$ cat config.mk
export PLATFORM = sky130hd
export DESIGN_NAME = dpcco_cfg_regs
export DESIGN_NICKNAME = d
export VERILOG_FILES = /design/src/design/dpcco_pkg.sv /design/src/design/dpcco_cfg_regs.sv
export SDC_FILE = /design/constraint.sdc
export NUM_CORES = 1
export LEC_CHECK = 0
export CORE_UTILIZATION = 50
export DETAILED_ROUTE_END_ITERATION = 8
export DONT_BUFFER_PORTS = 1
export GPL_TIMING_DRIVEN = 1
export HOLD_SLACK_MARGIN = 0.12
export PLACE_DENSITY = 0.68
export SYNTH_ARGS = -nofsm -noshare
export SYNTH_HDL_FRONTEND = slang
export SYNTH_SLANG_ARGS = --single-unit
$ cat constraint.sdc
create_clock -name clk -period 1.3 [get_ports clk]
set_clock_uncertainty 0.2 [all_clocks]
set_input_delay 0.065 -clock clk [delete_from_list [all_inputs] [get_ports clk]]
set_output_delay 0.065 -clock clk [all_outputs]
set_load 0.01 [all_outputs]
$ cat src/design/dpcco_pkg.sv
// Shared types and constants for the display pixel conversion and cursor overlay stage.
package dpcco_pkg;

  // Frame memory size in bytes and the address width that covers it.
  localparam int unsigned FB_BYTES = 8388608;
  localparam int unsigned FB_ADDR_W = 27;

  // Hardware cursor geometry: square, two bits per pixel.
  localparam int unsigned CURSOR_SIZE = 64;
  localparam int unsigned CUR_POS_W = $clog2(CURSOR_SIZE);
  localparam int unsigned CUR_ROW_BYTES = CURSOR_SIZE / 4;
  localparam int unsigned CUR_ROW_SHIFT = $clog2(CUR_ROW_BYTES);

  // Palette store geometry.
  localparam int unsigned PAL_DEPTH = 256;
  localparam int unsigned PAL_ADDR_W = $clog2(PAL_DEPTH);
  localparam int unsigned PAL_DATA_W = 24;

  // Request operation codes.
  localparam logic OP_RENDER = 1'b0;
  localparam logic OP_PAL_WRITE = 1'b1;

  // Pixel format codes.
  typedef enum logic [1:0] {
    FMT_8BPP  = 2'd0,
    FMT_16BPP = 2'd1,
    FMT_24BPP = 2'd2,
    FMT_OFF   = 2'd3
  } fmt_t;

  // Register indexes on the configuration port.
  typedef logic [2:0] cfg_idx_t;
  localparam cfg_idx_t CFG_DISPLAY_CONTROL = 3'd0;
  localparam cfg_idx_t CFG_ACTIVE_WIDTH = 3'd1;
  localparam cfg_idx_t CFG_CURSOR_CONTROL = 3'd2;
  localparam cfg_idx_t CFG_CURSOR_LOCATION = 3'd3;
  localparam cfg_idx_t CFG_CURSOR_COLORS_ONE_TWO = 3'd4;
  localparam cfg_idx_t CFG_CURSOR_COLOR_THREE = 3'd5;

  localparam logic [11:0] ACTIVE_WIDTH_RESET = 12'd640;

  // Input request payload.
  typedef struct packed {
    logic        operation;
    logic [10:0] pixel_x;
    logic [10:0] pixel_y;
    logic [23:0] pixel_bits;
    logic [7:0]  cursor_pattern_byte;
    logic [7:0]  palette_index;
    logic [23:0] palette_color;
  } in_req_t;

  // Result payload.
  typedef struct packed {
    logic [31:0] pixel_xrgb;
    logic        cursor_hit;
  } out_res_t;

  // Configuration register file contents.
  typedef struct packed {
    logic [2:0]  display_control;
    logic [11:0] active_width;
    logic [31:0] cursor_control;
    logic [31:0] cursor_location;
    logic [31:0] cursor_colors_one_two;
    logic [15:0] cursor_color_three;
  } cfg_t;

endpackage

$ cat src/design/dpcco_cfg_regs.sv
// Configuration register file for the pixel conversion and cursor stage.
module dpcco_cfg_regs (
  input  logic                  clk,
  input  logic                  rst_n,
  input  logic                  wr_en,
  input  dpcco_pkg::cfg_idx_t   wr_index,
  input  logic [31:0]           wr_data,
  output dpcco_pkg::cfg_t       cfg
);
  import dpcco_pkg::*;

  cfg_t cfg_r;
  cfg_t cfg_nxt;

  // Register write decoder; unknown indexes are ignored.
  always_comb begin
    cfg_nxt = cfg_r;
    if (wr_en) begin
      unique case (wr_index)
        CFG_DISPLAY_CONTROL:       cfg_nxt.display_control = wr_data[2:0];
        CFG_ACTIVE_WIDTH:          cfg_nxt.active_width = wr_data[11:0];
        CFG_CURSOR_CONTROL:        cfg_nxt.cursor_control = wr_data;
        CFG_CURSOR_LOCATION:       cfg_nxt.cursor_location = wr_data;
        CFG_CURSOR_COLORS_ONE_TWO: cfg_nxt.cursor_colors_one_two = wr_data;
        CFG_CURSOR_COLOR_THREE:    cfg_nxt.cursor_color_three = wr_data[15:0];
        default:                   cfg_nxt = cfg_r;
      endcase
    end
  end

  always_ff @(posedge clk) begin
    if (!rst_n) begin
      cfg_r.display_control <= '0;
      cfg_r.active_width <= ACTIVE_WIDTH_RESET;
      cfg_r.cursor_control <= '0;
      cfg_r.cursor_location <= '0;
      cfg_r.cursor_colors_one_two <= '0;
      cfg_r.cursor_color_three <= '0;
    end else begin
      cfg_r <= cfg_nxt;
    end
  end

  assign cfg = cfg_r;

endmodule

**Yosys cells after proc, flatten, opt, wreduce, memory -nomap -nowiden**

Index checks and enable logic that the tools add are counted.

- Register bits after elaboration: 127
- Memory bits (writable): 0
- Memories kept: 0
- Input port bits: 38
- Bits in read-only memories: 0
- Latch bits: 0

- Eq/ne operators: 5
- Shift operators: 0
- Add/subtract/negate cells: 0
- Muxes and demuxes: 0
- Divide/modulo/power cells: 0
- Bitwise gates (word level): 0
- Reduce and logical (&&, ||, !) cells: 7
- Multiply operators: 0
- Order comparisons: 0

Operators by type and width:

| kind | number |
|---|---|
| $reduce_and A2 Y1 | 6 |
| $eq A3 B2 Y1 const B | 2 |
| $eq A3 B3 Y1 const B | 2 |
| $eq A3 B1 Y1 const B | 1 |
| $logic_not A3 Y1 | 1 |

**Depth between registers and ports, before layout**

- Word-level depth: 2
- Mapped depth: 5

**Worst setup path before layout**

OpenSTA, ideal clock, no wires.

- Path type: in2reg
- Start: input rst_n
- End: register cfg_r, in the netlist cfg[55]
- Setup time: 0.072 ns
- Cell stages on the path: 5
- Slack: 0.206 ns
- Data arrival time: 0.823 ns
- Cell sequence: buf_2 > buf_2 > clkbuf_1 > nand2_1 > mux2i_1

RTL lines:

| element | RTL line | text |
|---|---|---|
| from (decl) | dpcco_cfg_regs.sv:4 | `input logic rst_n,` |
| to (signal assigned) | dpcco_cfg_regs.sv:40 | `cfg_r <= cfg_nxt;` |
| to (decl) | dpcco_cfg_regs.sv:12 | `cfg_t cfg_r;` |

==> key figures <==
STA
  • Worst-Margin Slew: 0.5083 ns
  • Fmax achieved: 0.8308 GHz
  • Crit path time final: 1.204 ns
  • Setup TNS: 0 ns
  • Final Hold Fails: 127
  • RSZ-0062 raised after global routing: no
  • Fin crit share: 0.9259
  • Final Slew Violations: 0
  • Max_slew headroom: 0.6603
  • Worst hold margin: -0.4748 ns
  • Final setup fails: 0

Placement
  • Placer Congestion: 0.7308
  • Port bufs: 0
  • Placed cells: 538
  • DP HPWL: 6772 µm

CTS
  • Clock Tree Root: clkbuf_8
  • CTS sink cnt: 127
  • CTS tree: yes
  • Clk_lat worst skew: 0.49 ns
  • Hold_buf cts: 4
  • CTS clk-pin slew, worst paths: 0.05 ns
  • Post-CTS Setup Bufs: 0
  • Clock tree buffer depth: 2
  • TritonCTS Buffers: 17
  • CTS H-Tree Depth: 4

Worst setup path
  • Largest stage delay, worst path: 0.57 ns
  • RR Startpoint: cfg[17]$_SDFFE_PN0P_
  • Startpoint Class: input pin
  • R2r endpoint: cfg[17]$_SDFFE_PN0P_
  • Crit Path Category: in -> reg
  • Worst path top cell family by delay: buffers and inverters
  • Reg2reg setup slack: 0.39 ns
  • Most Frequent Cell on Critical Path: dlygate4sd3_1
  • Worst Path Max Fanout: 2
  • CP Cell Sequence: dlygate4sd3_1 -> nor2b_1 -> dlygate4sd3_1 -> mux2i_1
  • Worst EP required: 1.47 ns
  • Worst path depth: 4
  • Crit path buf inv count: 2
  • CP max stage cell: dlygate4sd3_1
  • Crit end category: register
  • Worst Reg2Reg Path Length in Cells: 2
  • Worst EP arrival: 1.37 ns

Layout
  • # diodes: 0
  • Nets: 491
  • Largest register FFs: 127
  • Commonest non-fill, non-tap cell in the layout: nand2_1
  • Share of cells above drive strength 1: 0.09227
  • Syn-to-layout area delta: 15.48%
  • Most frequent cells in the layout: 157 x nand2_1, 127 x mux2i_1, 127 x dfxtp_1, 16 x clkbuf_16, 7 x buf_4
  • Final Instance Count excl. Fillers: 574

GRT
  • Global-route wire length before repair: 15810 µm
  • Vias in the first global route: 3079
  • Total grt overflow: 0
  • Met1 Use GR: 0.2312
  • GRT Total Usage: 0.2108
  • Global-route met3 utilization: 0.09645
  • Initial antenna violation count: 0
  • GRT Max-Usage Layer: met2
  • Largest net degree at the start of global routing: 162
  • Met2 GRT Util: 0.3566

Floorplanning
  • CORE AREA: 0.008891 mm²
  • Die area: 0.009767 mm²
  • Die height: 98.83 µm
  • Chip width: 98.83 µm
  • Starting density of the core: 0.5273
  • Rows: 34
  • Io pins: 165

Yosys
  • Mapped Cells: 454
  • Ys Warns: 0
  • Cell variety after synth: 13
  • Number of synthesized register bits: 127
  • Post-Syn Area: 0.004688 mm²
  • Syn Nets: 492
  • Sequential area share after synthesis: 0.5423
  • Avg Cell Area, Syn: 10.33 µm²

Route
  • Detailed Route WL: 10160 µm
  • DR iter-0 viols: 90
  • Routed len/inst: 17.70 µm
  • Detail Route Antenna Nets: 0
  • DRC violations left: 0
  • DRT Pass-1 Iters: 4
  • Total number of vias: 3104
  • Avg Vias per Cell: 5.408

Pwr
  • PwrDens: 1737 mW/mm²
  • Sw Share: 0.2051
  • Sw power: 1.928 mW
  • Flop pwr share: 0.434
  • Int Power: 7.474 mW
  • Maximum vdd drop: 0.0008648 V
  • Overall Power: 9.403 mW
  • P_leak: 2.518 nW
  • Clock share of power: 0.537
  • Logic pwr share: 0.029

Run status
  • Failing checks: negative hold slack
  • Outcome: finished, violations left

Worst hold path
  • Worst hold start: rst_n
  • WHS Endpoint: cfg[98]$_SDFFE_PN0P_
  • Hold/Removal Path Class: in -> reg
  • Hold Path Stages: 2

Job
  • MaxCap Viol Count: 0
-- layer usage --
metal	routed length, µm	vias up
met4	118	0
met2	4941	117
met3	983	10
met1	4118	1474
li1	-	1503
met5	0	-
-- what timing repair did --
item | CTS | global route
endpoints found under the hold margin | 127 | 127
gates resized for setup | 0 | 0
setup endpoints to repair | 0 | 0
-- kinds of logic after synthesis --
| kind of cell | share of synthesized area |
|---|---|
| DFF | 0.5423 |
| muxes | 0.2712 |
| buffers and inverters | 0.03843 |
| and+or+nand+nor | 0.1481 |
-- synth_stat cells --
| library cell | number | area share |
|---|---|---|
| and4bb_1 | 1 | 0.0027 |
| and4bb_2 | 1 | 0.0027 |
| buf_2 | 9 | 0.0096 |
| buf_4 | 7 | 0.011 |
| buf_6 | 3 | 0.0072 |
| clkbuf_1 | 13 | 0.010 |
| dfxtp_1 | 127 | 0.54 |
| mux2i_1 | 127 | 0.27 |
| nand2_1 | 157 | 0.13 |
| nand4b_1 | 2 | 0.0037 |
| nand4bb_1 | 2 | 0.0048 |
| nor2b_1 | 4 | 0.0053 |
| nor4b_2 | 1 | 0.0032 |
-- worst max path at each step --
stage,from,end,slack (ns)
after CTS,cfg[92]$_SDFFE_PN0P_,cfg[92],0.10
after floorplan,rst_n,cfg[55]$_SDFFE_PN0P_,0.21
after global routing,wr_data[7],cfg[119]$_SDFFE_PN1P_,0.07
final,wr_data[7],cfg[119]$_SDFFE_PN1P_,0.1
after global placement,wr_index[2],cfg[92]$_SDFFE_PN0P_,0.18
after detailed placement,wr_index[2],cfg[84]$_SDFFE_PN0P_,0.13
-- power by group through the flow --
stage	Sequential [mW]	Clock [mW]	Combinational (mW)
3_3_place_gp	4.17	0	0.256
2_1_floorplan	4.15	0	0.277
5_1_grt	4.09	5.31	0.299
3_5_place_dp	4.17	0	0.264
4_1_cts	4.08	5.13	0.276
6_report	4.08	5.05	0.272
-- cell type report --
class                           count  area [µm²]
Clock buffer                       19       431.7
Clock inverter                     13       210.2
Sequential cell                   127        2542
Timing Repair Buffer               12       112.6
Fill cell                         751        3477
Multi-Input combinational cell    295        1982
Tap cell                          108       135.1
-- through the flow --
step                area, µm²  setup slack (ns)    util  hold slack, ns
CTS                      5414            0.1016  0.6089         -0.4971
global route             5414           0.07251  0.6089         -0.4937
finish                   5414           0.09629  0.6089         -0.4748
global placement         4732            0.1817  0.5322         0.02580
floorplan                4688            0.2058       -         0.03146
detailed placement       4732            0.1335  0.5322         0.03461
No activity file was read; power rests on OpenSTA's default activity.
