==> config.mk <==
export PLATFORM = sky130hd
export DESIGN_NAME = dpcco_pixel_calc
export DESIGN_NICKNAME = d
export VERILOG_FILES = /design/src/design/dpcco_pkg.sv /design/src/design/dpcco_pixel_calc.sv
export SDC_FILE = /design/constraint.sdc
export NUM_CORES = 1
export LEC_CHECK = 0
export BUFFER_PORTS_ARGS = -buffer_cell sky130_fd_sc_hd__buf_2
export CAP_MARGIN = 20
export CORE_AREA = 4 4 105 107
export DETAILED_ROUTE_END_ITERATION = 10
export DIE_AREA = 0 0 109 111
export GPL_TIMING_DRIVEN = 0
export PLACE_DENSITY = 0.72
export SLEW_MARGIN = 10
export SYNTH_ARGS = -nofsm -noshare
export SYNTH_HDL_FRONTEND = slang
export SYNTH_SLANG_ARGS = --single-unit
==> constraint.sdc <==
create_clock -name vclk -period 17.45
set_input_delay 3.49 -clock vclk [all_inputs]
set_output_delay 3.49 -clock vclk [all_outputs]
set_load 0.05 [all_outputs]
==> src/design/dpcco_pkg.sv <==
// Shared types and constants for the display pixel conversion and cursor overlay stage.
package dpcco_pkg;

  // Frame memory size in bytes and the address width that covers it.
  localparam int unsigned FB_BYTES = 8388608;
  localparam int unsigned FB_ADDR_W = 27;

  // Hardware cursor geometry: square, two bits per pixel.
  localparam int unsigned CURSOR_SIZE = 64;
  localparam int unsigned CUR_POS_W = $clog2(CURSOR_SIZE);
  localparam int unsigned CUR_ROW_BYTES = CURSOR_SIZE / 4;
  localparam int unsigned CUR_ROW_SHIFT = $clog2(CUR_ROW_BYTES);

  // Palette store geometry.
  localparam int unsigned PAL_DEPTH = 256;
  localparam int unsigned PAL_ADDR_W = $clog2(PAL_DEPTH);
  localparam int unsigned PAL_DATA_W = 24;

  // Request operation codes.
  localparam logic OP_RENDER = 1'b0;
  localparam logic OP_PAL_WRITE = 1'b1;

  // Pixel format codes.
  typedef enum logic [1:0] {
    FMT_8BPP  = 2'd0,
    FMT_16BPP = 2'd1,
    FMT_24BPP = 2'd2,
    FMT_OFF   = 2'd3
  } fmt_t;

  // Register indexes on the configuration port.
  typedef logic [2:0] cfg_idx_t;
  localparam cfg_idx_t CFG_DISPLAY_CONTROL = 3'd0;
  localparam cfg_idx_t CFG_ACTIVE_WIDTH = 3'd1;
  localparam cfg_idx_t CFG_CURSOR_CONTROL = 3'd2;
  localparam cfg_idx_t CFG_CURSOR_LOCATION = 3'd3;
  localparam cfg_idx_t CFG_CURSOR_COLORS_ONE_TWO = 3'd4;
  localparam cfg_idx_t CFG_CURSOR_COLOR_THREE = 3'd5;

  localparam logic [11:0] ACTIVE_WIDTH_RESET = 12'd640;

  // Input request payload.
  typedef struct packed {
    logic        operation;
    logic [10:0] pixel_x;
    logic [10:0] pixel_y;
    logic [23:0] pixel_bits;
    logic [7:0]  cursor_pattern_byte;
    logic [7:0]  palette_index;
    logic [23:0] palette_color;
  } in_req_t;

  // Result payload.
  typedef struct packed {
    logic [31:0] pixel_xrgb;
    logic        cursor_hit;
  } out_res_t;

  // Configuration register file contents.
  typedef struct packed {
    logic [2:0]  display_control;
    logic [11:0] active_width;
    logic [31:0] cursor_control;
    logic [31:0] cursor_location;
    logic [31:0] cursor_colors_one_two;
    logic [15:0] cursor_color_three;
  } cfg_t;

endpackage

==> src/design/dpcco_pixel_calc.sv <==
// Pixel format conversion and hardware cursor overlay for one registered request.
module dpcco_pixel_calc (
  input  dpcco_pkg::cfg_t                       cfg,
  input  dpcco_pkg::in_req_t                    req,
  input  logic [dpcco_pkg::PAL_DATA_W-1:0]      pal_data,
  output logic                                  emit,
  output dpcco_pkg::out_res_t                   res
);
  import dpcco_pkg::*;

  // Expand an RGB565 value to XRGB8888 with opaque alpha; low bits are zero.
  function automatic logic [31:0] expand565(input logic [15:0] p);
    expand565 = {8'hFF, p[15:11], 3'b000, p[10:5], 2'b00, p[4:0], 3'b000};
  endfunction

  fmt_t                  fmt;
  logic [10:0]           cur_x;
  logic [10:0]           cur_y;
  logic [10:0]           dx;
  logic [10:0]           dy;
  logic                  row_in;
  logic                  col_in;
  logic                  cur_x_visible;
  logic [FB_ADDR_W-1:0]  row_end;
  logic                  mem_ok;
  logic [1:0]            ci;
  logic [31:0]           base_pix;
  logic [15:0]           cur_color;

  // A render request gives a result only when the display is on and the pixel is visible.
  assign fmt = fmt_t'(cfg.display_control[1:0]);
  assign emit = cfg.display_control[2] && (fmt != FMT_OFF) &&
                ({1'b0, req.pixel_x} < cfg.active_width);

  // Convert the raw pixel according to the format.
  always_comb begin
    case (fmt)
      FMT_8BPP:  base_pix = {8'hFF, pal_data};
      FMT_16BPP: base_pix = expand565(req.pixel_bits[15:0]);
      default:   base_pix = {8'hFF, req.pixel_bits};
    endcase
  end

  // Cursor window test, relative to the cursor origin.
  assign cur_x = req.pixel_x;
  assign cur_y = req.pixel_y;
  assign dx = cur_x - cfg.cursor_location[10:0];
  assign dy = cur_y - cfg.cursor_location[26:16];
  assign row_in = (cur_y >= cfg.cursor_location[26:16]) && (dy < 11'(CURSOR_SIZE));
  assign col_in = (cur_x >= cfg.cursor_location[10:0]) && (dx < 11'(CURSOR_SIZE));
  assign cur_x_visible = {1'b0, cfg.cursor_location[10:0]} < cfg.active_width;

  // The cursor row must lie wholly inside frame memory.
  assign row_end = FB_ADDR_W'({cfg.cursor_control[25:4], 4'b0000}) +
                   (FB_ADDR_W'(dy[CUR_POS_W-1:0]) << CUR_ROW_SHIFT) +
                   FB_ADDR_W'(CUR_ROW_BYTES);
  assign mem_ok = row_end <= FB_ADDR_W'(FB_BYTES);

  // Two-bit cursor index for this column within the pattern byte.
  assign ci = req.cursor_pattern_byte[{dx[1:0], 1'b0} +: 2];

  always_comb begin
    case (ci)
      2'd1:    cur_color = cfg.cursor_colors_one_two[15:0];
      2'd2:    cur_color = cfg.cursor_colors_one_two[31:16];
      default: cur_color = cfg.cursor_color_three;
    endcase
  end

  // Replace the pixel where a non-transparent cursor index covers it.
  always_comb begin
    res.pixel_xrgb = base_pix;
    res.cursor_hit = 1'b0;
    if (cfg.cursor_control[31] && row_in && col_in && cur_x_visible && mem_ok &&
        (ci != 2'd0)) begin
      res.pixel_xrgb = expand565(cur_color);
      res.cursor_hit = 1'b1;
    end
  end

endmodule

Word-level counts from Yosys, hierarchy flattened
Index checks and enable logic that the tools add are counted.
{ "totals": {"out_inout_bits": 34, "wordCells": 30, "reg_bits": 0, "in_bits": 238} }
{ "op_classes": {"n_lt_le_gt_ge": 7, "n_reduce_logical": 11, "n_shift": 1, "addsub": 4, "eq_ne": 4, "mux": 3} }
{ "op_table": {"columns": ["op", "count"], "rows": [
  ["one-hot mux 24 bit (2 select lines)", 1],
  ["two-way mux 33 bit", 1],
  ["one-hot mux 16 bit (2 select lines)", 1],
  ["adder 26 x 10 -> 27 bit", 1],
  ["adder 27 x 5 -> 27 bit, second input constant", 1],
  ["less-or-equal comparator 27 x 24 -> 1 bit, second input constant", 1],
  ["less-than comparator 11 x 12 -> 1 bit", 2],
  [">= comparator 11 bit", 2],
  ["less-than comparator 11 x 7 -> 1 bit, second input constant", 2],
  ["subtractor 11 bit", 2],
  ["logical AND 1 bit", 9],
  ["indexed part select 8 x 4 -> 2 bit", 1],
  ["equality test 2 x 1 -> 1 bit, second input constant", 2],
  ["equality test 2 bit, second input constant", 1],
  ["logical NOT 2 bit", 1],
  ["!= test 2 bit, second input constant", 1],
  ["nonzero test 2 bit", 1]
]} }

Longest topological paths before layout
{ "depth": {"depth_word": 9, "mapped_depth": 18, "mapped_depth_nobuf": 17} }

Worst setup path before layout
Ideal clock, no wire load.
{ "synth_timing": {"path_kind": "input port to output port", "from": "input cfg[66] (netlist bit)", "to": "output res[0] (netlist bit)", "n_path_buf": 0, "cell_stages": 15, "slack_ns": 5.173, "t_required_ns": 13.960, "arrival_time_ns": 8.787, "cell_sequence": "inv_1 ha_1 a21oi_1 o21ai_0 a21o_1 a21oi_1 xnor2_1 ha_1 ha_1 o211ai_1 o211a_1 or4_4 mux2i_1 o21ai_1 a2111oi_0"} }
{ "synth_rtl": {"columns": ["element", "line_no", "rtl"], "rows": [
  ["start, declared", "dpcco_pixel_calc.sv:3", "input dpcco_pkg::cfg_t cfg,"],
  ["end, declared", "dpcco_pixel_calc.sv:7", "output dpcco_pkg::out_res_t res"]
]} }

==> results.txt <==
status = finished, final reports clean
# nets final = 988
Via density = 4.98
port bufs = 210
highest clock rate = 84.7 MHz
core box area = 10100 um2
Post-DP HPWL = 10500 um
Seq. cell area = 0 um2
Post-CTS Hold Fix Bufs = 0
Final Cycle Share = 0.677
WL met3 = 724 um
critical path startpoint category = input pin
worst min-delay path class = input pin to primary output
initial core utilization = 0.326
Pwr per Cell Area = 40.5 nW/um2
setup violators final = 0
hold depth = 4
share of layout cells above drive strength 1 = 0.344
setup TNS = 0 ns
CP Class = input pin to primary output
clkbuf count = 0
Vias = 4107
DR WL met2 = 5640 um
sequential cells = 0
top-level port count = 272
Unique masters post-synth = 62
RSZ-0062 raised after global routing = no
Synth top area share = 0.216
num rows = 37
leakage = 2.42 nW
pre-CTS setup slack = 5.57 ns
antenna-violating nets left = 0
mapped cell area = 3310 um2
largest net degree at the start of global routing = 11
area delta synth->final = 37.8%
commonest cells after routing, fill and taps aside = buf_2, ha_1, inv_1
antenna violations before repair = 1
Final WS setup = 5.64 ns
Total GRT Usage = 0.177
WP data required = 13.96 ns
Die Y = 111 um
DRC Markers = 0
Worst-Margin Slew = 0.697 ns
placed instance count = 824
crit path max fanout = 10
post-CTS resize count = 0
Non-Filler Instances = 825
1st-iter DRT viols = 163
Die Area = 12100 um2
first-pass GRT wire length = 18100 um
M1 wire length = 5150 um
DR WL/cell = 14.0 um
Top Layer Used = met4
Worst EP arrival = 8.32 ns
Max rail drop VDD = 0.0246 mV
syn avg cell area = 7.02 um2
DRT Pass-1 Iters = 4
Final Wtd Congestion = 0.879
endpoint type of the worst setup path = primary output
Max-Cap Viols = 0
chip width = 109 um
Hold Worst Slack = 7.44 ns
top post-synthesis cells by area = ha_1, mux2i_1, inv_1, a21oi_1, a22oi_1
GRT overflow = 0
top cell type by total area after synthesis = ha_1
Setup Buffers After CTS = 0
final hold viol count = 0
post-layout minimum cycle time = 11.81 ns
leading cell type in the layout, fill and taps excluded = buf_2
Post-Synthesis Cells = 471
Slew HR = 0.535
vias in the first global route = 4009
max-slew violation count = 0
post-synthesis sequential area ratio = 0
WL final = 11600 um
yosys warns = 0
==> critical path: stages <==
cell	delay (ns)
buf_2	0.07
inv_1	0.03
ha_1	0.37
nand2_1	0.06
o21ai_0	0.44
a21o_1	0.19
a21oi_1	0.07
xnor2_1	0.21
ha_1	0.27
ha_1	0.39
o211ai_1	0.14
o211a_1	0.24
nor2_1	0.25
nor2_1	0.08
a221oi_1	0.22
o2111ai_1	0.25
a2111oi_4	0.73
buf_6	0.26
mux2i_1	0.24
buf_2	0.30
==> cells by family after synthesis <==
family	count (synthesis)	share of synthesized area
and+or+nand+nor	130	0.195
buffers and inverters	81	0.106
muxes	42	0.136
xor gates and xnor gates	15	0.0397
adders and majority gates	60	0.234
AOI/OAI and AO/OA	142	0.288
other	1	0.00113
==> power by group <==
group,internal [mW],total (mW),switching [mW]
clock,0.00000000766,0.00000000767,0
combinational,0.0739,0.184,0.110
sequential,0,0,0
total,0.0739,0.184,0.110
==> cell type report <==
type | instances | area (um2)
inverters | 52 | 195
plain buffers | 29 | 155
fillers | 1062 | 5580
multi-input cells | 397 | 2980
diodes | 1 | 2.50
well taps | 136 | 170
repair buffers | 210 | 1050
==> cells in the mapped netlist, drive strengths merged, types with 3 or more instances <==
library cell / n
a2111oi: 5
a211oi: 9
a21o: 11
a21oi: 37
a22oi: 24
buf: 12
clkbuf: 17
fa: 3
ha: 57
inv: 52
mux2: 3
mux2i: 37
nand2: 35
nand2b: 10
nand3: 5
nand4: 6
nor2: 45
nor3: 9
nor4: 4
o211ai: 5
o21ai: 28
o31ai: 3
xnor2: 10
xor2: 5
==> stage by stage <==
stage	area, um2	power (mW)	util
after floorplan	3330	0.128	-
after global placement	4550	0.182	0.449
after detailed placement	4550	0.184	0.449
after CTS	4550	0.185	0.449
after global routing	4560	0.206	0.449
final	4560	0.184	0.449
==> path summary, 6_finish.rpt <==
kind                    start       to  slack [ns]
setup / recovery      cfg[66]  res[15]        5.64
hold / removal    pal_data[0]   res[1]        7.44
==> per-layer routing <==
layer	vias to the layer above	GRT usage
met5	-	0
met2	135	0.324
met4	0	0.0101
li1	2147	-
met3	6	0.0146
met1	1819	0.233
No activity file was read; power rests on OpenSTA's default activity.
